File: config.mk
export PLATFORM = sky130hd
export DESIGN_NAME = packet_drop_byte_window_limiter_top
export DESIGN_NICKNAME = d
export VERILOG_FILES = /design/src/rtl/core/pdbwl_pkg.sv /design/src/rtl/core/packet_drop_byte_window_limiter_top.sv /design/src/rtl/core/pdbwl_cfg.sv /design/src/rtl/core/pdbwl_ring.sv /design/src/rtl/core/pdbwl_window.sv
export SDC_FILE = /design/constraint.sdc
export NUM_CORES = 2
export LEC_CHECK = 0
export CORE_MARGIN = 2
export CORE_UTILIZATION = 35
export CTS_CLUSTER_DIAMETER = 200
export CTS_CLUSTER_SIZE = 8
export DETAILED_ROUTE_END_ITERATION = 6
export DONT_BUFFER_PORTS = 1
export PLACE_DENSITY = 0.55
export SKIP_LAST_GASP = 1
export SYNTH_ARGS = -nofsm -noshare
export SYNTH_HDL_FRONTEND = slang
export SYNTH_SLANG_ARGS = --single-unit
File: constraint.sdc
create_clock -name clk -period 14.42 [get_ports clk]
set_input_delay 0 -clock clk [delete_from_list [all_inputs] [get_ports clk]]
set_output_delay 0 -clock clk [all_outputs]
set_load 0.01 [all_outputs]
File: src/rtl/core/pdbwl_pkg.sv
`timescale 1ns / 1ps
`default_nettype none

package pdbwl_pkg;

  localparam int unsigned WINDOW_MAX_DEFAULT = 256;

  localparam int unsigned LEN_W    = 16;
  localparam int unsigned CHANCE_W = 14;
  localparam int unsigned WPKT_W   = 9;
  localparam int unsigned LIMIT_W  = 24;
  localparam int unsigned CFG_W    = 24;
  localparam int unsigned INDEX_W  = 3;

  // A chance at or above this value drops every packet of an enabled direction.
  localparam logic [CHANCE_W-1:0] FULL_CHANCE = 14'd10000;

  typedef enum logic [INDEX_W-1:0] {
    REG_DROP_INBOUND_ON  = 3'd0,
    REG_DROP_OUTBOUND_ON = 3'd1,
    REG_DROP_CHANCE      = 3'd2,
    REG_LIMITER_ON       = 3'd3,
    REG_WINDOW_PACKETS   = 3'd4,
    REG_BYTE_LIMIT       = 3'd5
  } reg_index_t;

  typedef enum logic [1:0] {
    VERDICT_FORWARD = 2'd0,
    VERDICT_RANDOM  = 2'd1,
    VERDICT_LIMIT   = 2'd2
  } verdict_t;

  typedef struct packed {
    logic                drop_inbound_on;
    logic                drop_outbound_on;
    logic [CHANCE_W-1:0] drop_chance;
    logic                limiter_on;
    logic [WPKT_W-1:0]   window_packets;
    logic [LIMIT_W-1:0]  byte_limit;
  } cfg_t;

endpackage

`default_nettype wire

File: src/rtl/core/packet_drop_byte_window_limiter_top.sv
// Packet drop decision with a sliding-window byte limiter.
//
// Input channel: in_valid / in_stall with packet_length, is_outbound and
// random_draw. Output channel: out_valid / out_stall with forward and verdict.
// A transfer happens on a rising edge where valid is high and stall is low.
// Each input transfer yields exactly one result, registered: it appears on the
// output in the cycle after the input transfer. Throughput is one packet per
// cycle while out_stall is low. The window lengths live in a ring memory
// whose read register is kept loaded with the oldest entry, so the decision and
// the ring write for one packet complete in the cycle it is taken.
// While a result waits under out_stall, in_stall is raised; a new packet is
// taken in the same cycle that the waiting result is transferred.
// Synchronous reset (rst) loads the register defaults and empties the window;
// in_stall stays high while rst is asserted. No clearing pass is needed, so
// packets are accepted from the first cycle after reset.
// Configuration is written through cfg_we / cfg_index / cfg_data while idle.
// A write to limiter_on, window_packets or byte_limit empties the window.
`timescale 1ns / 1ps
`default_nettype none

module packet_drop_byte_window_limiter_top #(
  parameter int unsigned WINDOW_MAX = pdbwl_pkg::WINDOW_MAX_DEFAULT
) (
  input  wire logic                            clk,
  input  wire logic                            rst,
  input  wire logic                            cfg_we,
  input  wire logic [pdbwl_pkg::INDEX_W-1:0]   cfg_index,
  input  wire logic [pdbwl_pkg::CFG_W-1:0]     cfg_data,
  input  wire logic                            in_valid,
  output logic                                 in_stall,
  input  wire logic [pdbwl_pkg::LEN_W-1:0]     packet_length,
  input  wire logic                            is_outbound,
  input  wire logic [pdbwl_pkg::CHANCE_W-1:0]  random_draw,
  output logic                                 out_valid,
  input  wire logic                            out_stall,
  output logic                                 forward,
  output logic [1:0]                           verdict
);

  pdbwl_pkg::cfg_t      cfg;
  logic                 clear;
  logic                 fire;
  pdbwl_pkg::verdict_t  decision;

  assign in_stall = rst || (out_valid && out_stall);
  assign fire     = in_valid && !in_stall;

  pdbwl_cfg u_cfg (
    .clk       (clk),
    .rst       (rst),
    .cfg_we    (cfg_we),
    .cfg_index (cfg_index),
    .cfg_data  (cfg_data),
    .cfg       (cfg),
    .clear     (clear)
  );

  pdbwl_window #(
    .WINDOW_MAX (WINDOW_MAX)
  ) u_window (
    .clk           (clk),
    .rst           (rst),
    .cfg           (cfg),
    .clear         (clear),
    .fire          (fire),
    .packet_length (packet_length),
    .is_outbound   (is_outbound),
    .random_draw   (random_draw),
    .verdict       (decision)
  );

  always_ff @(posedge clk) begin
    if (rst) begin
      out_valid <= 1'b0;
    end else if (fire) begin
      out_valid <= 1'b1;
    end else if (!out_stall) begin
      out_valid <= 1'b0;
    end
  end

  always_ff @(posedge clk) begin
    if (fire) begin
      forward <= (decision == pdbwl_pkg::VERDICT_FORWARD);
      verdict <= decision;
    end
  end

  a_limit_needs_limiter: assert property (@(posedge clk) disable iff (rst)
    (fire && !cfg.limiter_on) |=> (verdict != pdbwl_pkg::VERDICT_LIMIT))
    else $error("rate limit drop while the limiter is off");

  a_full_chance_drops: assert property (@(posedge clk) disable iff (rst)
    (fire && (cfg.drop_chance >= pdbwl_pkg::FULL_CHANCE) &&
     (is_outbound ? cfg.drop_outbound_on : cfg.drop_inbound_on))
    |=> (out_valid && (verdict == pdbwl_pkg::VERDICT_RANDOM)))
    else $error("full drop chance did not drop the packet");

  a_forward_matches: assert property (@(posedge clk) disable iff (rst)
    out_valid |-> (forward == (verdict == pdbwl_pkg::VERDICT_FORWARD)))
    else $error("forward flag disagrees with verdict");

  a_result_follows: assert property (@(posedge clk) disable iff (rst)
    fire |=> out_valid)
    else $error("accepted packet produced no result");

endmodule

`default_nettype wire

File: src/rtl/core/pdbwl_cfg.sv
`timescale 1ns / 1ps
`default_nettype none

module pdbwl_cfg (
  input  wire logic                            clk,
  input  wire logic                            rst,
  input  wire logic                            cfg_we,
  input  wire logic [pdbwl_pkg::INDEX_W-1:0]   cfg_index,
  input  wire logic [pdbwl_pkg::CFG_W-1:0]     cfg_data,
  output pdbwl_pkg::cfg_t                      cfg,
  output logic                                 clear
);

  pdbwl_pkg::reg_index_t index;

  assign index = pdbwl_pkg::reg_index_t'(cfg_index);

  // Any write to a limiter register restarts the window, even with the same value.
  always_comb begin
    clear = 1'b0;
    if (cfg_we) begin
      case (index)
        pdbwl_pkg::REG_LIMITER_ON,
        pdbwl_pkg::REG_WINDOW_PACKETS,
        pdbwl_pkg::REG_BYTE_LIMIT: clear = 1'b1;
        default:                   clear = 1'b0;
      endcase
    end
  end

  always_ff @(posedge clk) begin
    if (rst) begin
      cfg.drop_inbound_on  <= 1'b1;
      cfg.drop_outbound_on <= 1'b1;
      cfg.drop_chance      <= 14'd1000;
      cfg.limiter_on       <= 1'b0;
      cfg.window_packets   <= 9'd1;
      cfg.byte_limit       <= 24'd1;
    end else if (cfg_we) begin
      case (index)
        pdbwl_pkg::REG_DROP_INBOUND_ON:  cfg.drop_inbound_on  <= cfg_data[0];
        pdbwl_pkg::REG_DROP_OUTBOUND_ON: cfg.drop_outbound_on <= cfg_data[0];
        pdbwl_pkg::REG_DROP_CHANCE:
          cfg.drop_chance <= cfg_data[pdbwl_pkg::CHANCE_W-1:0];
        pdbwl_pkg::REG_LIMITER_ON:       cfg.limiter_on       <= cfg_data[0];
        pdbwl_pkg::REG_WINDOW_PACKETS:
          cfg.window_packets <= cfg_data[pdbwl_pkg::WPKT_W-1:0];
        pdbwl_pkg::REG_BYTE_LIMIT:
          cfg.byte_limit <= cfg_data[pdbwl_pkg::LIMIT_W-1:0];
        default: ;
      endcase
    end
  end

endmodule

`default_nettype wire

File: src/rtl/core/pdbwl_ring.sv
`timescale 1ns / 1ps
`default_nettype none

module pdbwl_ring #(
  parameter int unsigned WINDOW_MAX = pdbwl_pkg::WINDOW_MAX_DEFAULT
) (
  input  wire logic                           clk,
  input  wire logic                           we,
  input  wire logic [$clog2(WINDOW_MAX)-1:0]  waddr,
  input  wire logic [pdbwl_pkg::LEN_W-1:0]    wdata,
  input  wire logic [$clog2(WINDOW_MAX)-1:0]  raddr,
  output logic      [pdbwl_pkg::LEN_W-1:0]    rdata
);

  logic [pdbwl_pkg::LEN_W-1:0] mem [WINDOW_MAX];

  always_ff @(posedge clk) begin
    if (we) begin
      mem[waddr] <= wdata;
    end
  end

  // A write to the entry being read shows up in the read data the next cycle.
  always_ff @(posedge clk) begin
    if (we && (waddr == raddr)) begin
      rdata <= wdata;
    end else begin
      rdata <= mem[raddr];
    end
  end

endmodule

`default_nettype wire

File: src/rtl/core/pdbwl_window.sv
`timescale 1ns / 1ps
`default_nettype none

module pdbwl_window #(
  parameter int unsigned WINDOW_MAX = pdbwl_pkg::WINDOW_MAX_DEFAULT
) (
  input  wire logic                              clk,
  input  wire logic                              rst,
  input  wire pdbwl_pkg::cfg_t                   cfg,
  input  wire logic                              clear,
  input  wire logic                              fire,
  input  wire logic [pdbwl_pkg::LEN_W-1:0]       packet_length,
  input  wire logic                              is_outbound,
  input  wire logic [pdbwl_pkg::CHANCE_W-1:0]    random_draw,
  output pdbwl_pkg::verdict_t                    verdict
);

  localparam int unsigned PosW  = $clog2(WINDOW_MAX);
  localparam int unsigned FillW = $clog2(WINDOW_MAX + 1);
  localparam int unsigned LimW  = pdbwl_pkg::LIMIT_W;

  logic [PosW-1:0]               pos;
  logic [PosW-1:0]               pos_next;
  logic [FillW-1:0]              fill;
  logic [FillW-1:0]              fill_next;
  logic [LimW-1:0]               total;
  logic [LimW-1:0]               total_next;
  logic [FillW-1:0]              size;
  logic [FillW-1:0]              pos_inc;
  logic [PosW-1:0]               pos_adv;
  logic                          full;
  logic [pdbwl_pkg::LEN_W-1:0]   oldest;
  logic [pdbwl_pkg::LEN_W-1:0]   evicted;
  logic [LimW-1:0]               base;
  logic [LimW:0]                 want;
  logic                          dir_on;
  logic                          hit;
  logic                          admit;
  logic                          commit;

  always_comb begin
    if (cfg.window_packets == '0) begin
      size = FillW'(1);
    end else if (32'(cfg.window_packets) > WINDOW_MAX) begin
      size = FillW'(WINDOW_MAX);
    end else begin
      size = FillW'(cfg.window_packets);
    end
  end

  // The slot at pos is the oldest entry once the window is full; the ring keeps
  // its contents in the read register so the decision needs no read wait.
  assign full    = (fill >= size);
  assign evicted = full ? oldest : '0;
  assign base    = (total >= LimW'(evicted)) ? (total - LimW'(evicted)) : '0;
  assign want    = {1'b0, base} + (LimW + 1)'(packet_length);
  assign admit   = (want <= {1'b0, cfg.byte_limit});

  assign dir_on = is_outbound ? cfg.drop_outbound_on : cfg.drop_inbound_on;
  assign hit    = (cfg.drop_chance >= pdbwl_pkg::FULL_CHANCE) ||
                  (random_draw < cfg.drop_chance);

  always_comb begin
    priority if (dir_on && hit) begin
      verdict = pdbwl_pkg::VERDICT_RANDOM;
    end else if (cfg.limiter_on && !admit) begin
      verdict = pdbwl_pkg::VERDICT_LIMIT;
    end else begin
      verdict = pdbwl_pkg::VERDICT_FORWARD;
    end
  end

  assign commit = fire && cfg.limiter_on && !(dir_on && hit) && admit;

  assign pos_inc = FillW'(pos) + FillW'(1);
  assign pos_adv = (pos_inc == size) ? '0 : pos_inc[PosW-1:0];

  always_comb begin
    pos_next   = pos;
    fill_next  = fill;
    total_next = total;
    if (clear) begin
      pos_next   = '0;
      fill_next  = '0;
      total_next = '0;
    end else if (commit) begin
      pos_next   = pos_adv;
      fill_next  = full ? fill : fill + FillW'(1);
      total_next = want[LimW-1:0];
    end
  end

  always_ff @(posedge clk) begin
    if (rst) begin
      pos   <= '0;
      fill  <= '0;
      total <= '0;
    end else begin
      pos   <= pos_next;
      fill  <= fill_next;
      total <= total_next;
    end
  end

  pdbwl_ring #(
    .WINDOW_MAX (WINDOW_MAX)
  ) u_ring (
    .clk   (clk),
    .we    (commit),
    .waddr (pos),
    .wdata (packet_length),
    .raddr (pos_next),
    .rdata (oldest)
  );

endmodule

`default_nettype wire

==> results.json <==
{
  "drive_above_1_share": 0.325,
  "r2r_setup_slack_ns": 1.43,
  "hp-start": "packet_length[5]",
  "synth_compound_area_frac": 0.0112,
  "pwr-share-clk": 0.466,
  "routed_wl_um": 440000,
  "fin_crit_sh": 0.901,
  "globalplace.congestion": 0.822,
  "numCtsBuffers": 595,
  "setup_viol": 0,
  "synth_adder_area_share": 0.00657,
  "comb_power_share": 0.026,
  "path_class": "flop to flop",
  "syn-cell-area_mm2": 0.164,
  "power_frac_seq": 0.508,
  "grt_first_pass_wirelength_um": 623000,
  "grt_max_degree": 258,
  "synth_edf_count": 4099,
  "start_kind": "flop",
  "ctsHtreeMaxLevel": 6,
  "cpPeakStageDelay_ns": 1.14,
  "slew_violations": 623,
  "ant_nets": 0,
  "min_path_type": "input port to flop",
  "synth_simple_gate_area_frac": 0.0188,
  "rows": 251,
  "synth_cells": 7116,
  "nets": 7992,
  "placed_cell_area_mm2": 0.174,
  "tightest_slew_ns": 1.72,
  "required_ns": 15.01,
  "p_leak_uw": 0.0576,
  "final_hold_viol_count": 0,
  "drt_first_pass_iters": 7,
  "tns_ns": 0,
  "synth_top_family_by_area": "multiplexers",
  "yosysWarnings": 0,
  "finalPower_uw": 26400,
  "clockBufferDepth": 4,
  "cap_violations": 0,
  "rsz0062_at_grt": "false",
  "overflow": 0,
  "syn_to_final_growth_pct": 17.2,
  "status": "finished with violations",
  "synth_async_sr_flop_share": 0,
  "critPathCaptureType": "flop",
  "ys_ff_latch": 4199,
  "cts_tree": "built",
  "post-route-drc-count": 0,
  "dp_hpwl_um": 240000,
  "port_buffers": 0,
  "drtIter0Drc": 9763,
  "dieArea_mm2": 0.474,
  "fmax_mhz": 77.0,
  "io_pins": 68,
  "min_period_ns": 12.99,
  "ys.flop_type": "edfxtp_1",
  "arrival_ns": 13.58,
  "clkTransAtPathRegs_ns": 0.05,
  "p_per_area_mw_per_mm2": 137,
  "avgViaCountPerCell": 5.59,
  "synthXorXnorAreaFrac": 0.00239,
  "die_w_um": 689,
  "power_switching_share": 0.205,
  "initial_core_util": 0.351,
  "syn_avg_cell_area_um2": 23.1,
  "core-area_mm2": 0.467,
  "antenna_found_initial": 37,
  "cp_max_fo": 68,
  "grt_pass1_vias": 81100,
  "clkSinkCount": 4199,
  "worstSkewPairLatency_ns": 1.05,
  "violations": "max-slew violations",
  "ir_drop_v": 0.000108,
  "synthMuxAreaShare": 0.187,
  "cts_resized": 0,
  "switchingPower_uw": 5410,
  "synth_seq_area_share": 0.762,
  "final_area_mm2": 0.192,
  "cp_slowest_cell": "nor2_2",
  "synth_nets": 7264,
  "die_y_um": 689,
  "relSlewSlack": -0.146,
  "finClkSkew_ns": 0.0874,
  "vias": 79100,
  "yosysUniqueCellTypes": 74,
  "routedWlPerCell_um": 31.1,
  "root_buffer": "clkbuf_16",
  "p_int_uw": 21000,
  "grt_usage": 0.183
}
==> registers in the layout (all words and copies together), names as in the netlist, named ones only <==
signal,flops
out_valid,1
u_window.u_ring.mem,4096
u_window.fill,9
verdict,2
u_window.total,24
forward,1
u_cfg.cfg,50
u_window.pos,8
==> stage by stage <==
| stage | util | instances | worst slack (ns) | hold WS (ns) |
|---|---|---|---|---|
| finish | 0.411 | 14100 | 1.43 | 0.0813 |
| global route | 0.411 | 14100 | 0.803 | 0.0767 |
| CTS | 0.411 | 14100 | 1.45 | 0.104 |
| detailed placement | 0.372 | 13300 | 1.55 | 0.0765 |
| global placement | 0.372 | 13300 | 1.48 | 0.0763 |
| floorplan | - | 7116 | 3.71 | 0.0989 |
==> per-layer routing <==
layer	part of all wire	GRT usage	up-vias	wire [um]
met3	0.077	0.0327	649	33700
met5	0.00010	0	-	46
met2	0.47	0.287	3362	207000
met1	0.43	0.264	43400	187000
li1	-	-	31700	-
met4	0.027	0.0486	6	12000
==> worst max-delay path: cells and delay by family, from the launching register on <==
| kind | cells | cell delay (ns) |
|---|---|---|
| simple gates | 12 | 4.59 |
| flops | 1 | 0.88 |
| xor+xnor | 1 | 0.40 |
| buf+inv | 4 | 1.16 |
| mux | 4 | 2.12 |
| fa+ha+maj | 4 | 1.34 |
| compound gates | 10 | 1.92 |
==> power groups by stage <==
| stage | Combinational, uW | Clock, uW | Sequential (uW) |
|---|---|---|---|
| final | 676 | 12300 | 13400 |
| after global routing | 740 | 13100 | 13400 |
| after CTS | 667 | 12600 | 13400 |
| after detailed placement | 400 | 0 | 13700 |
| after global placement | 397 | 0 | 13600 |
| after floorplan | 295 | 0 | 13600 |
==> final cells by class <==
cell class                      count  area, um2
Clock inverter                     52        806
Fill cell                       40200     275000
Inverter                           59        221
Timing Repair Buffer              528       5430
Antenna cell                       20       50.0
Tap cell                         6198       7750
Multi-Input combinational cell   2461      37700
Clock buffer                      631      15200
Sequential cell                  4199     125000
==> final timing paths <==
check	to	cells after the start
hold / removal	u_window.u_ring.mem[200][5]	2
hold reg to reg	u_cfg.cfg[36]	2
setup / recovery	u_window.u_ring.mem[175][3]	35
setup reg to reg	u_window.u_ring.mem[175][3]	35
==> synth_stat cells (7+ instances only) <==
cell type | number | area (um2)
nor4_1 | 9 | 56.3
xnor2_1 | 24 | 210
buf_2 | 94 | 470
dfxtp_1 | 100 | 2000
clkbuf_1 | 235 | 882
xor2_1 | 19 | 166
nor2b_1 | 16 | 100
o21ai_0 | 50 | 250
nand4_1 | 25 | 156
a21oi_1 | 122 | 611
and2_1 | 7 | 43.8
or4_1 | 7 | 52.6
mux2i_1 | 8 | 80.1
ha_1 | 83 | 1040
nand4_2 | 7 | 87.6
inv_1 | 58 | 218
nand3_1 | 35 | 175
nand2_1 | 164 | 616
a211o_1 | 7 | 61.3
edfxtp_1 | 4099 | 123000
o21a_1 | 9 | 67.6
mux4_2 | 1360 | 30600
or3_1 | 7 | 43.8
o31ai_1 | 9 | 67.6
nor2_1 | 224 | 841
buf_1 | 53 | 199
a21o_1 | 29 | 218
a31oi_1 | 10 | 62.6
and3_1 | 13 | 81.3
nand2b_1 | 12 | 75.1
buf_4 | 11 | 82.6
o211ai_1 | 12 | 90.1
nor3_1 | 118 | 591
a211oi_1 | 11 | 82.6
==> cell usage in the layout, fill, tap and decap left out, types with 31 or more instances in the layout <==
master and instances:
a21oi_1 122, buf_12 45, buf_4 317, clkbuf_16 602, dfxtp_1 94, dlygate4sd3_1 138, edfxtp_1 4099, ha_1 83
inv_1 58, mux4_2 1360, nand2_1 148, nand3_1 34, nor2_1 193, nor2_2 31, nor3_2 94, o21ai_0 50
==> cell families after synthesis <==
group                      Yosys count
buffers and inverters              456
adders and majority gates           85
muxes                             1371
and+or+nand+nor                    665
xor gates and xnor gates            44
DFF                               4199
AOI/OAI and AO/OA                  296
==> repair_timing <==
item                      in CTS  in global routing
hold endpoints to repair    4202                  0
buffers inserted               0                  0
hold buffers                 164                  0
Power figures use the tool's default switching activity.
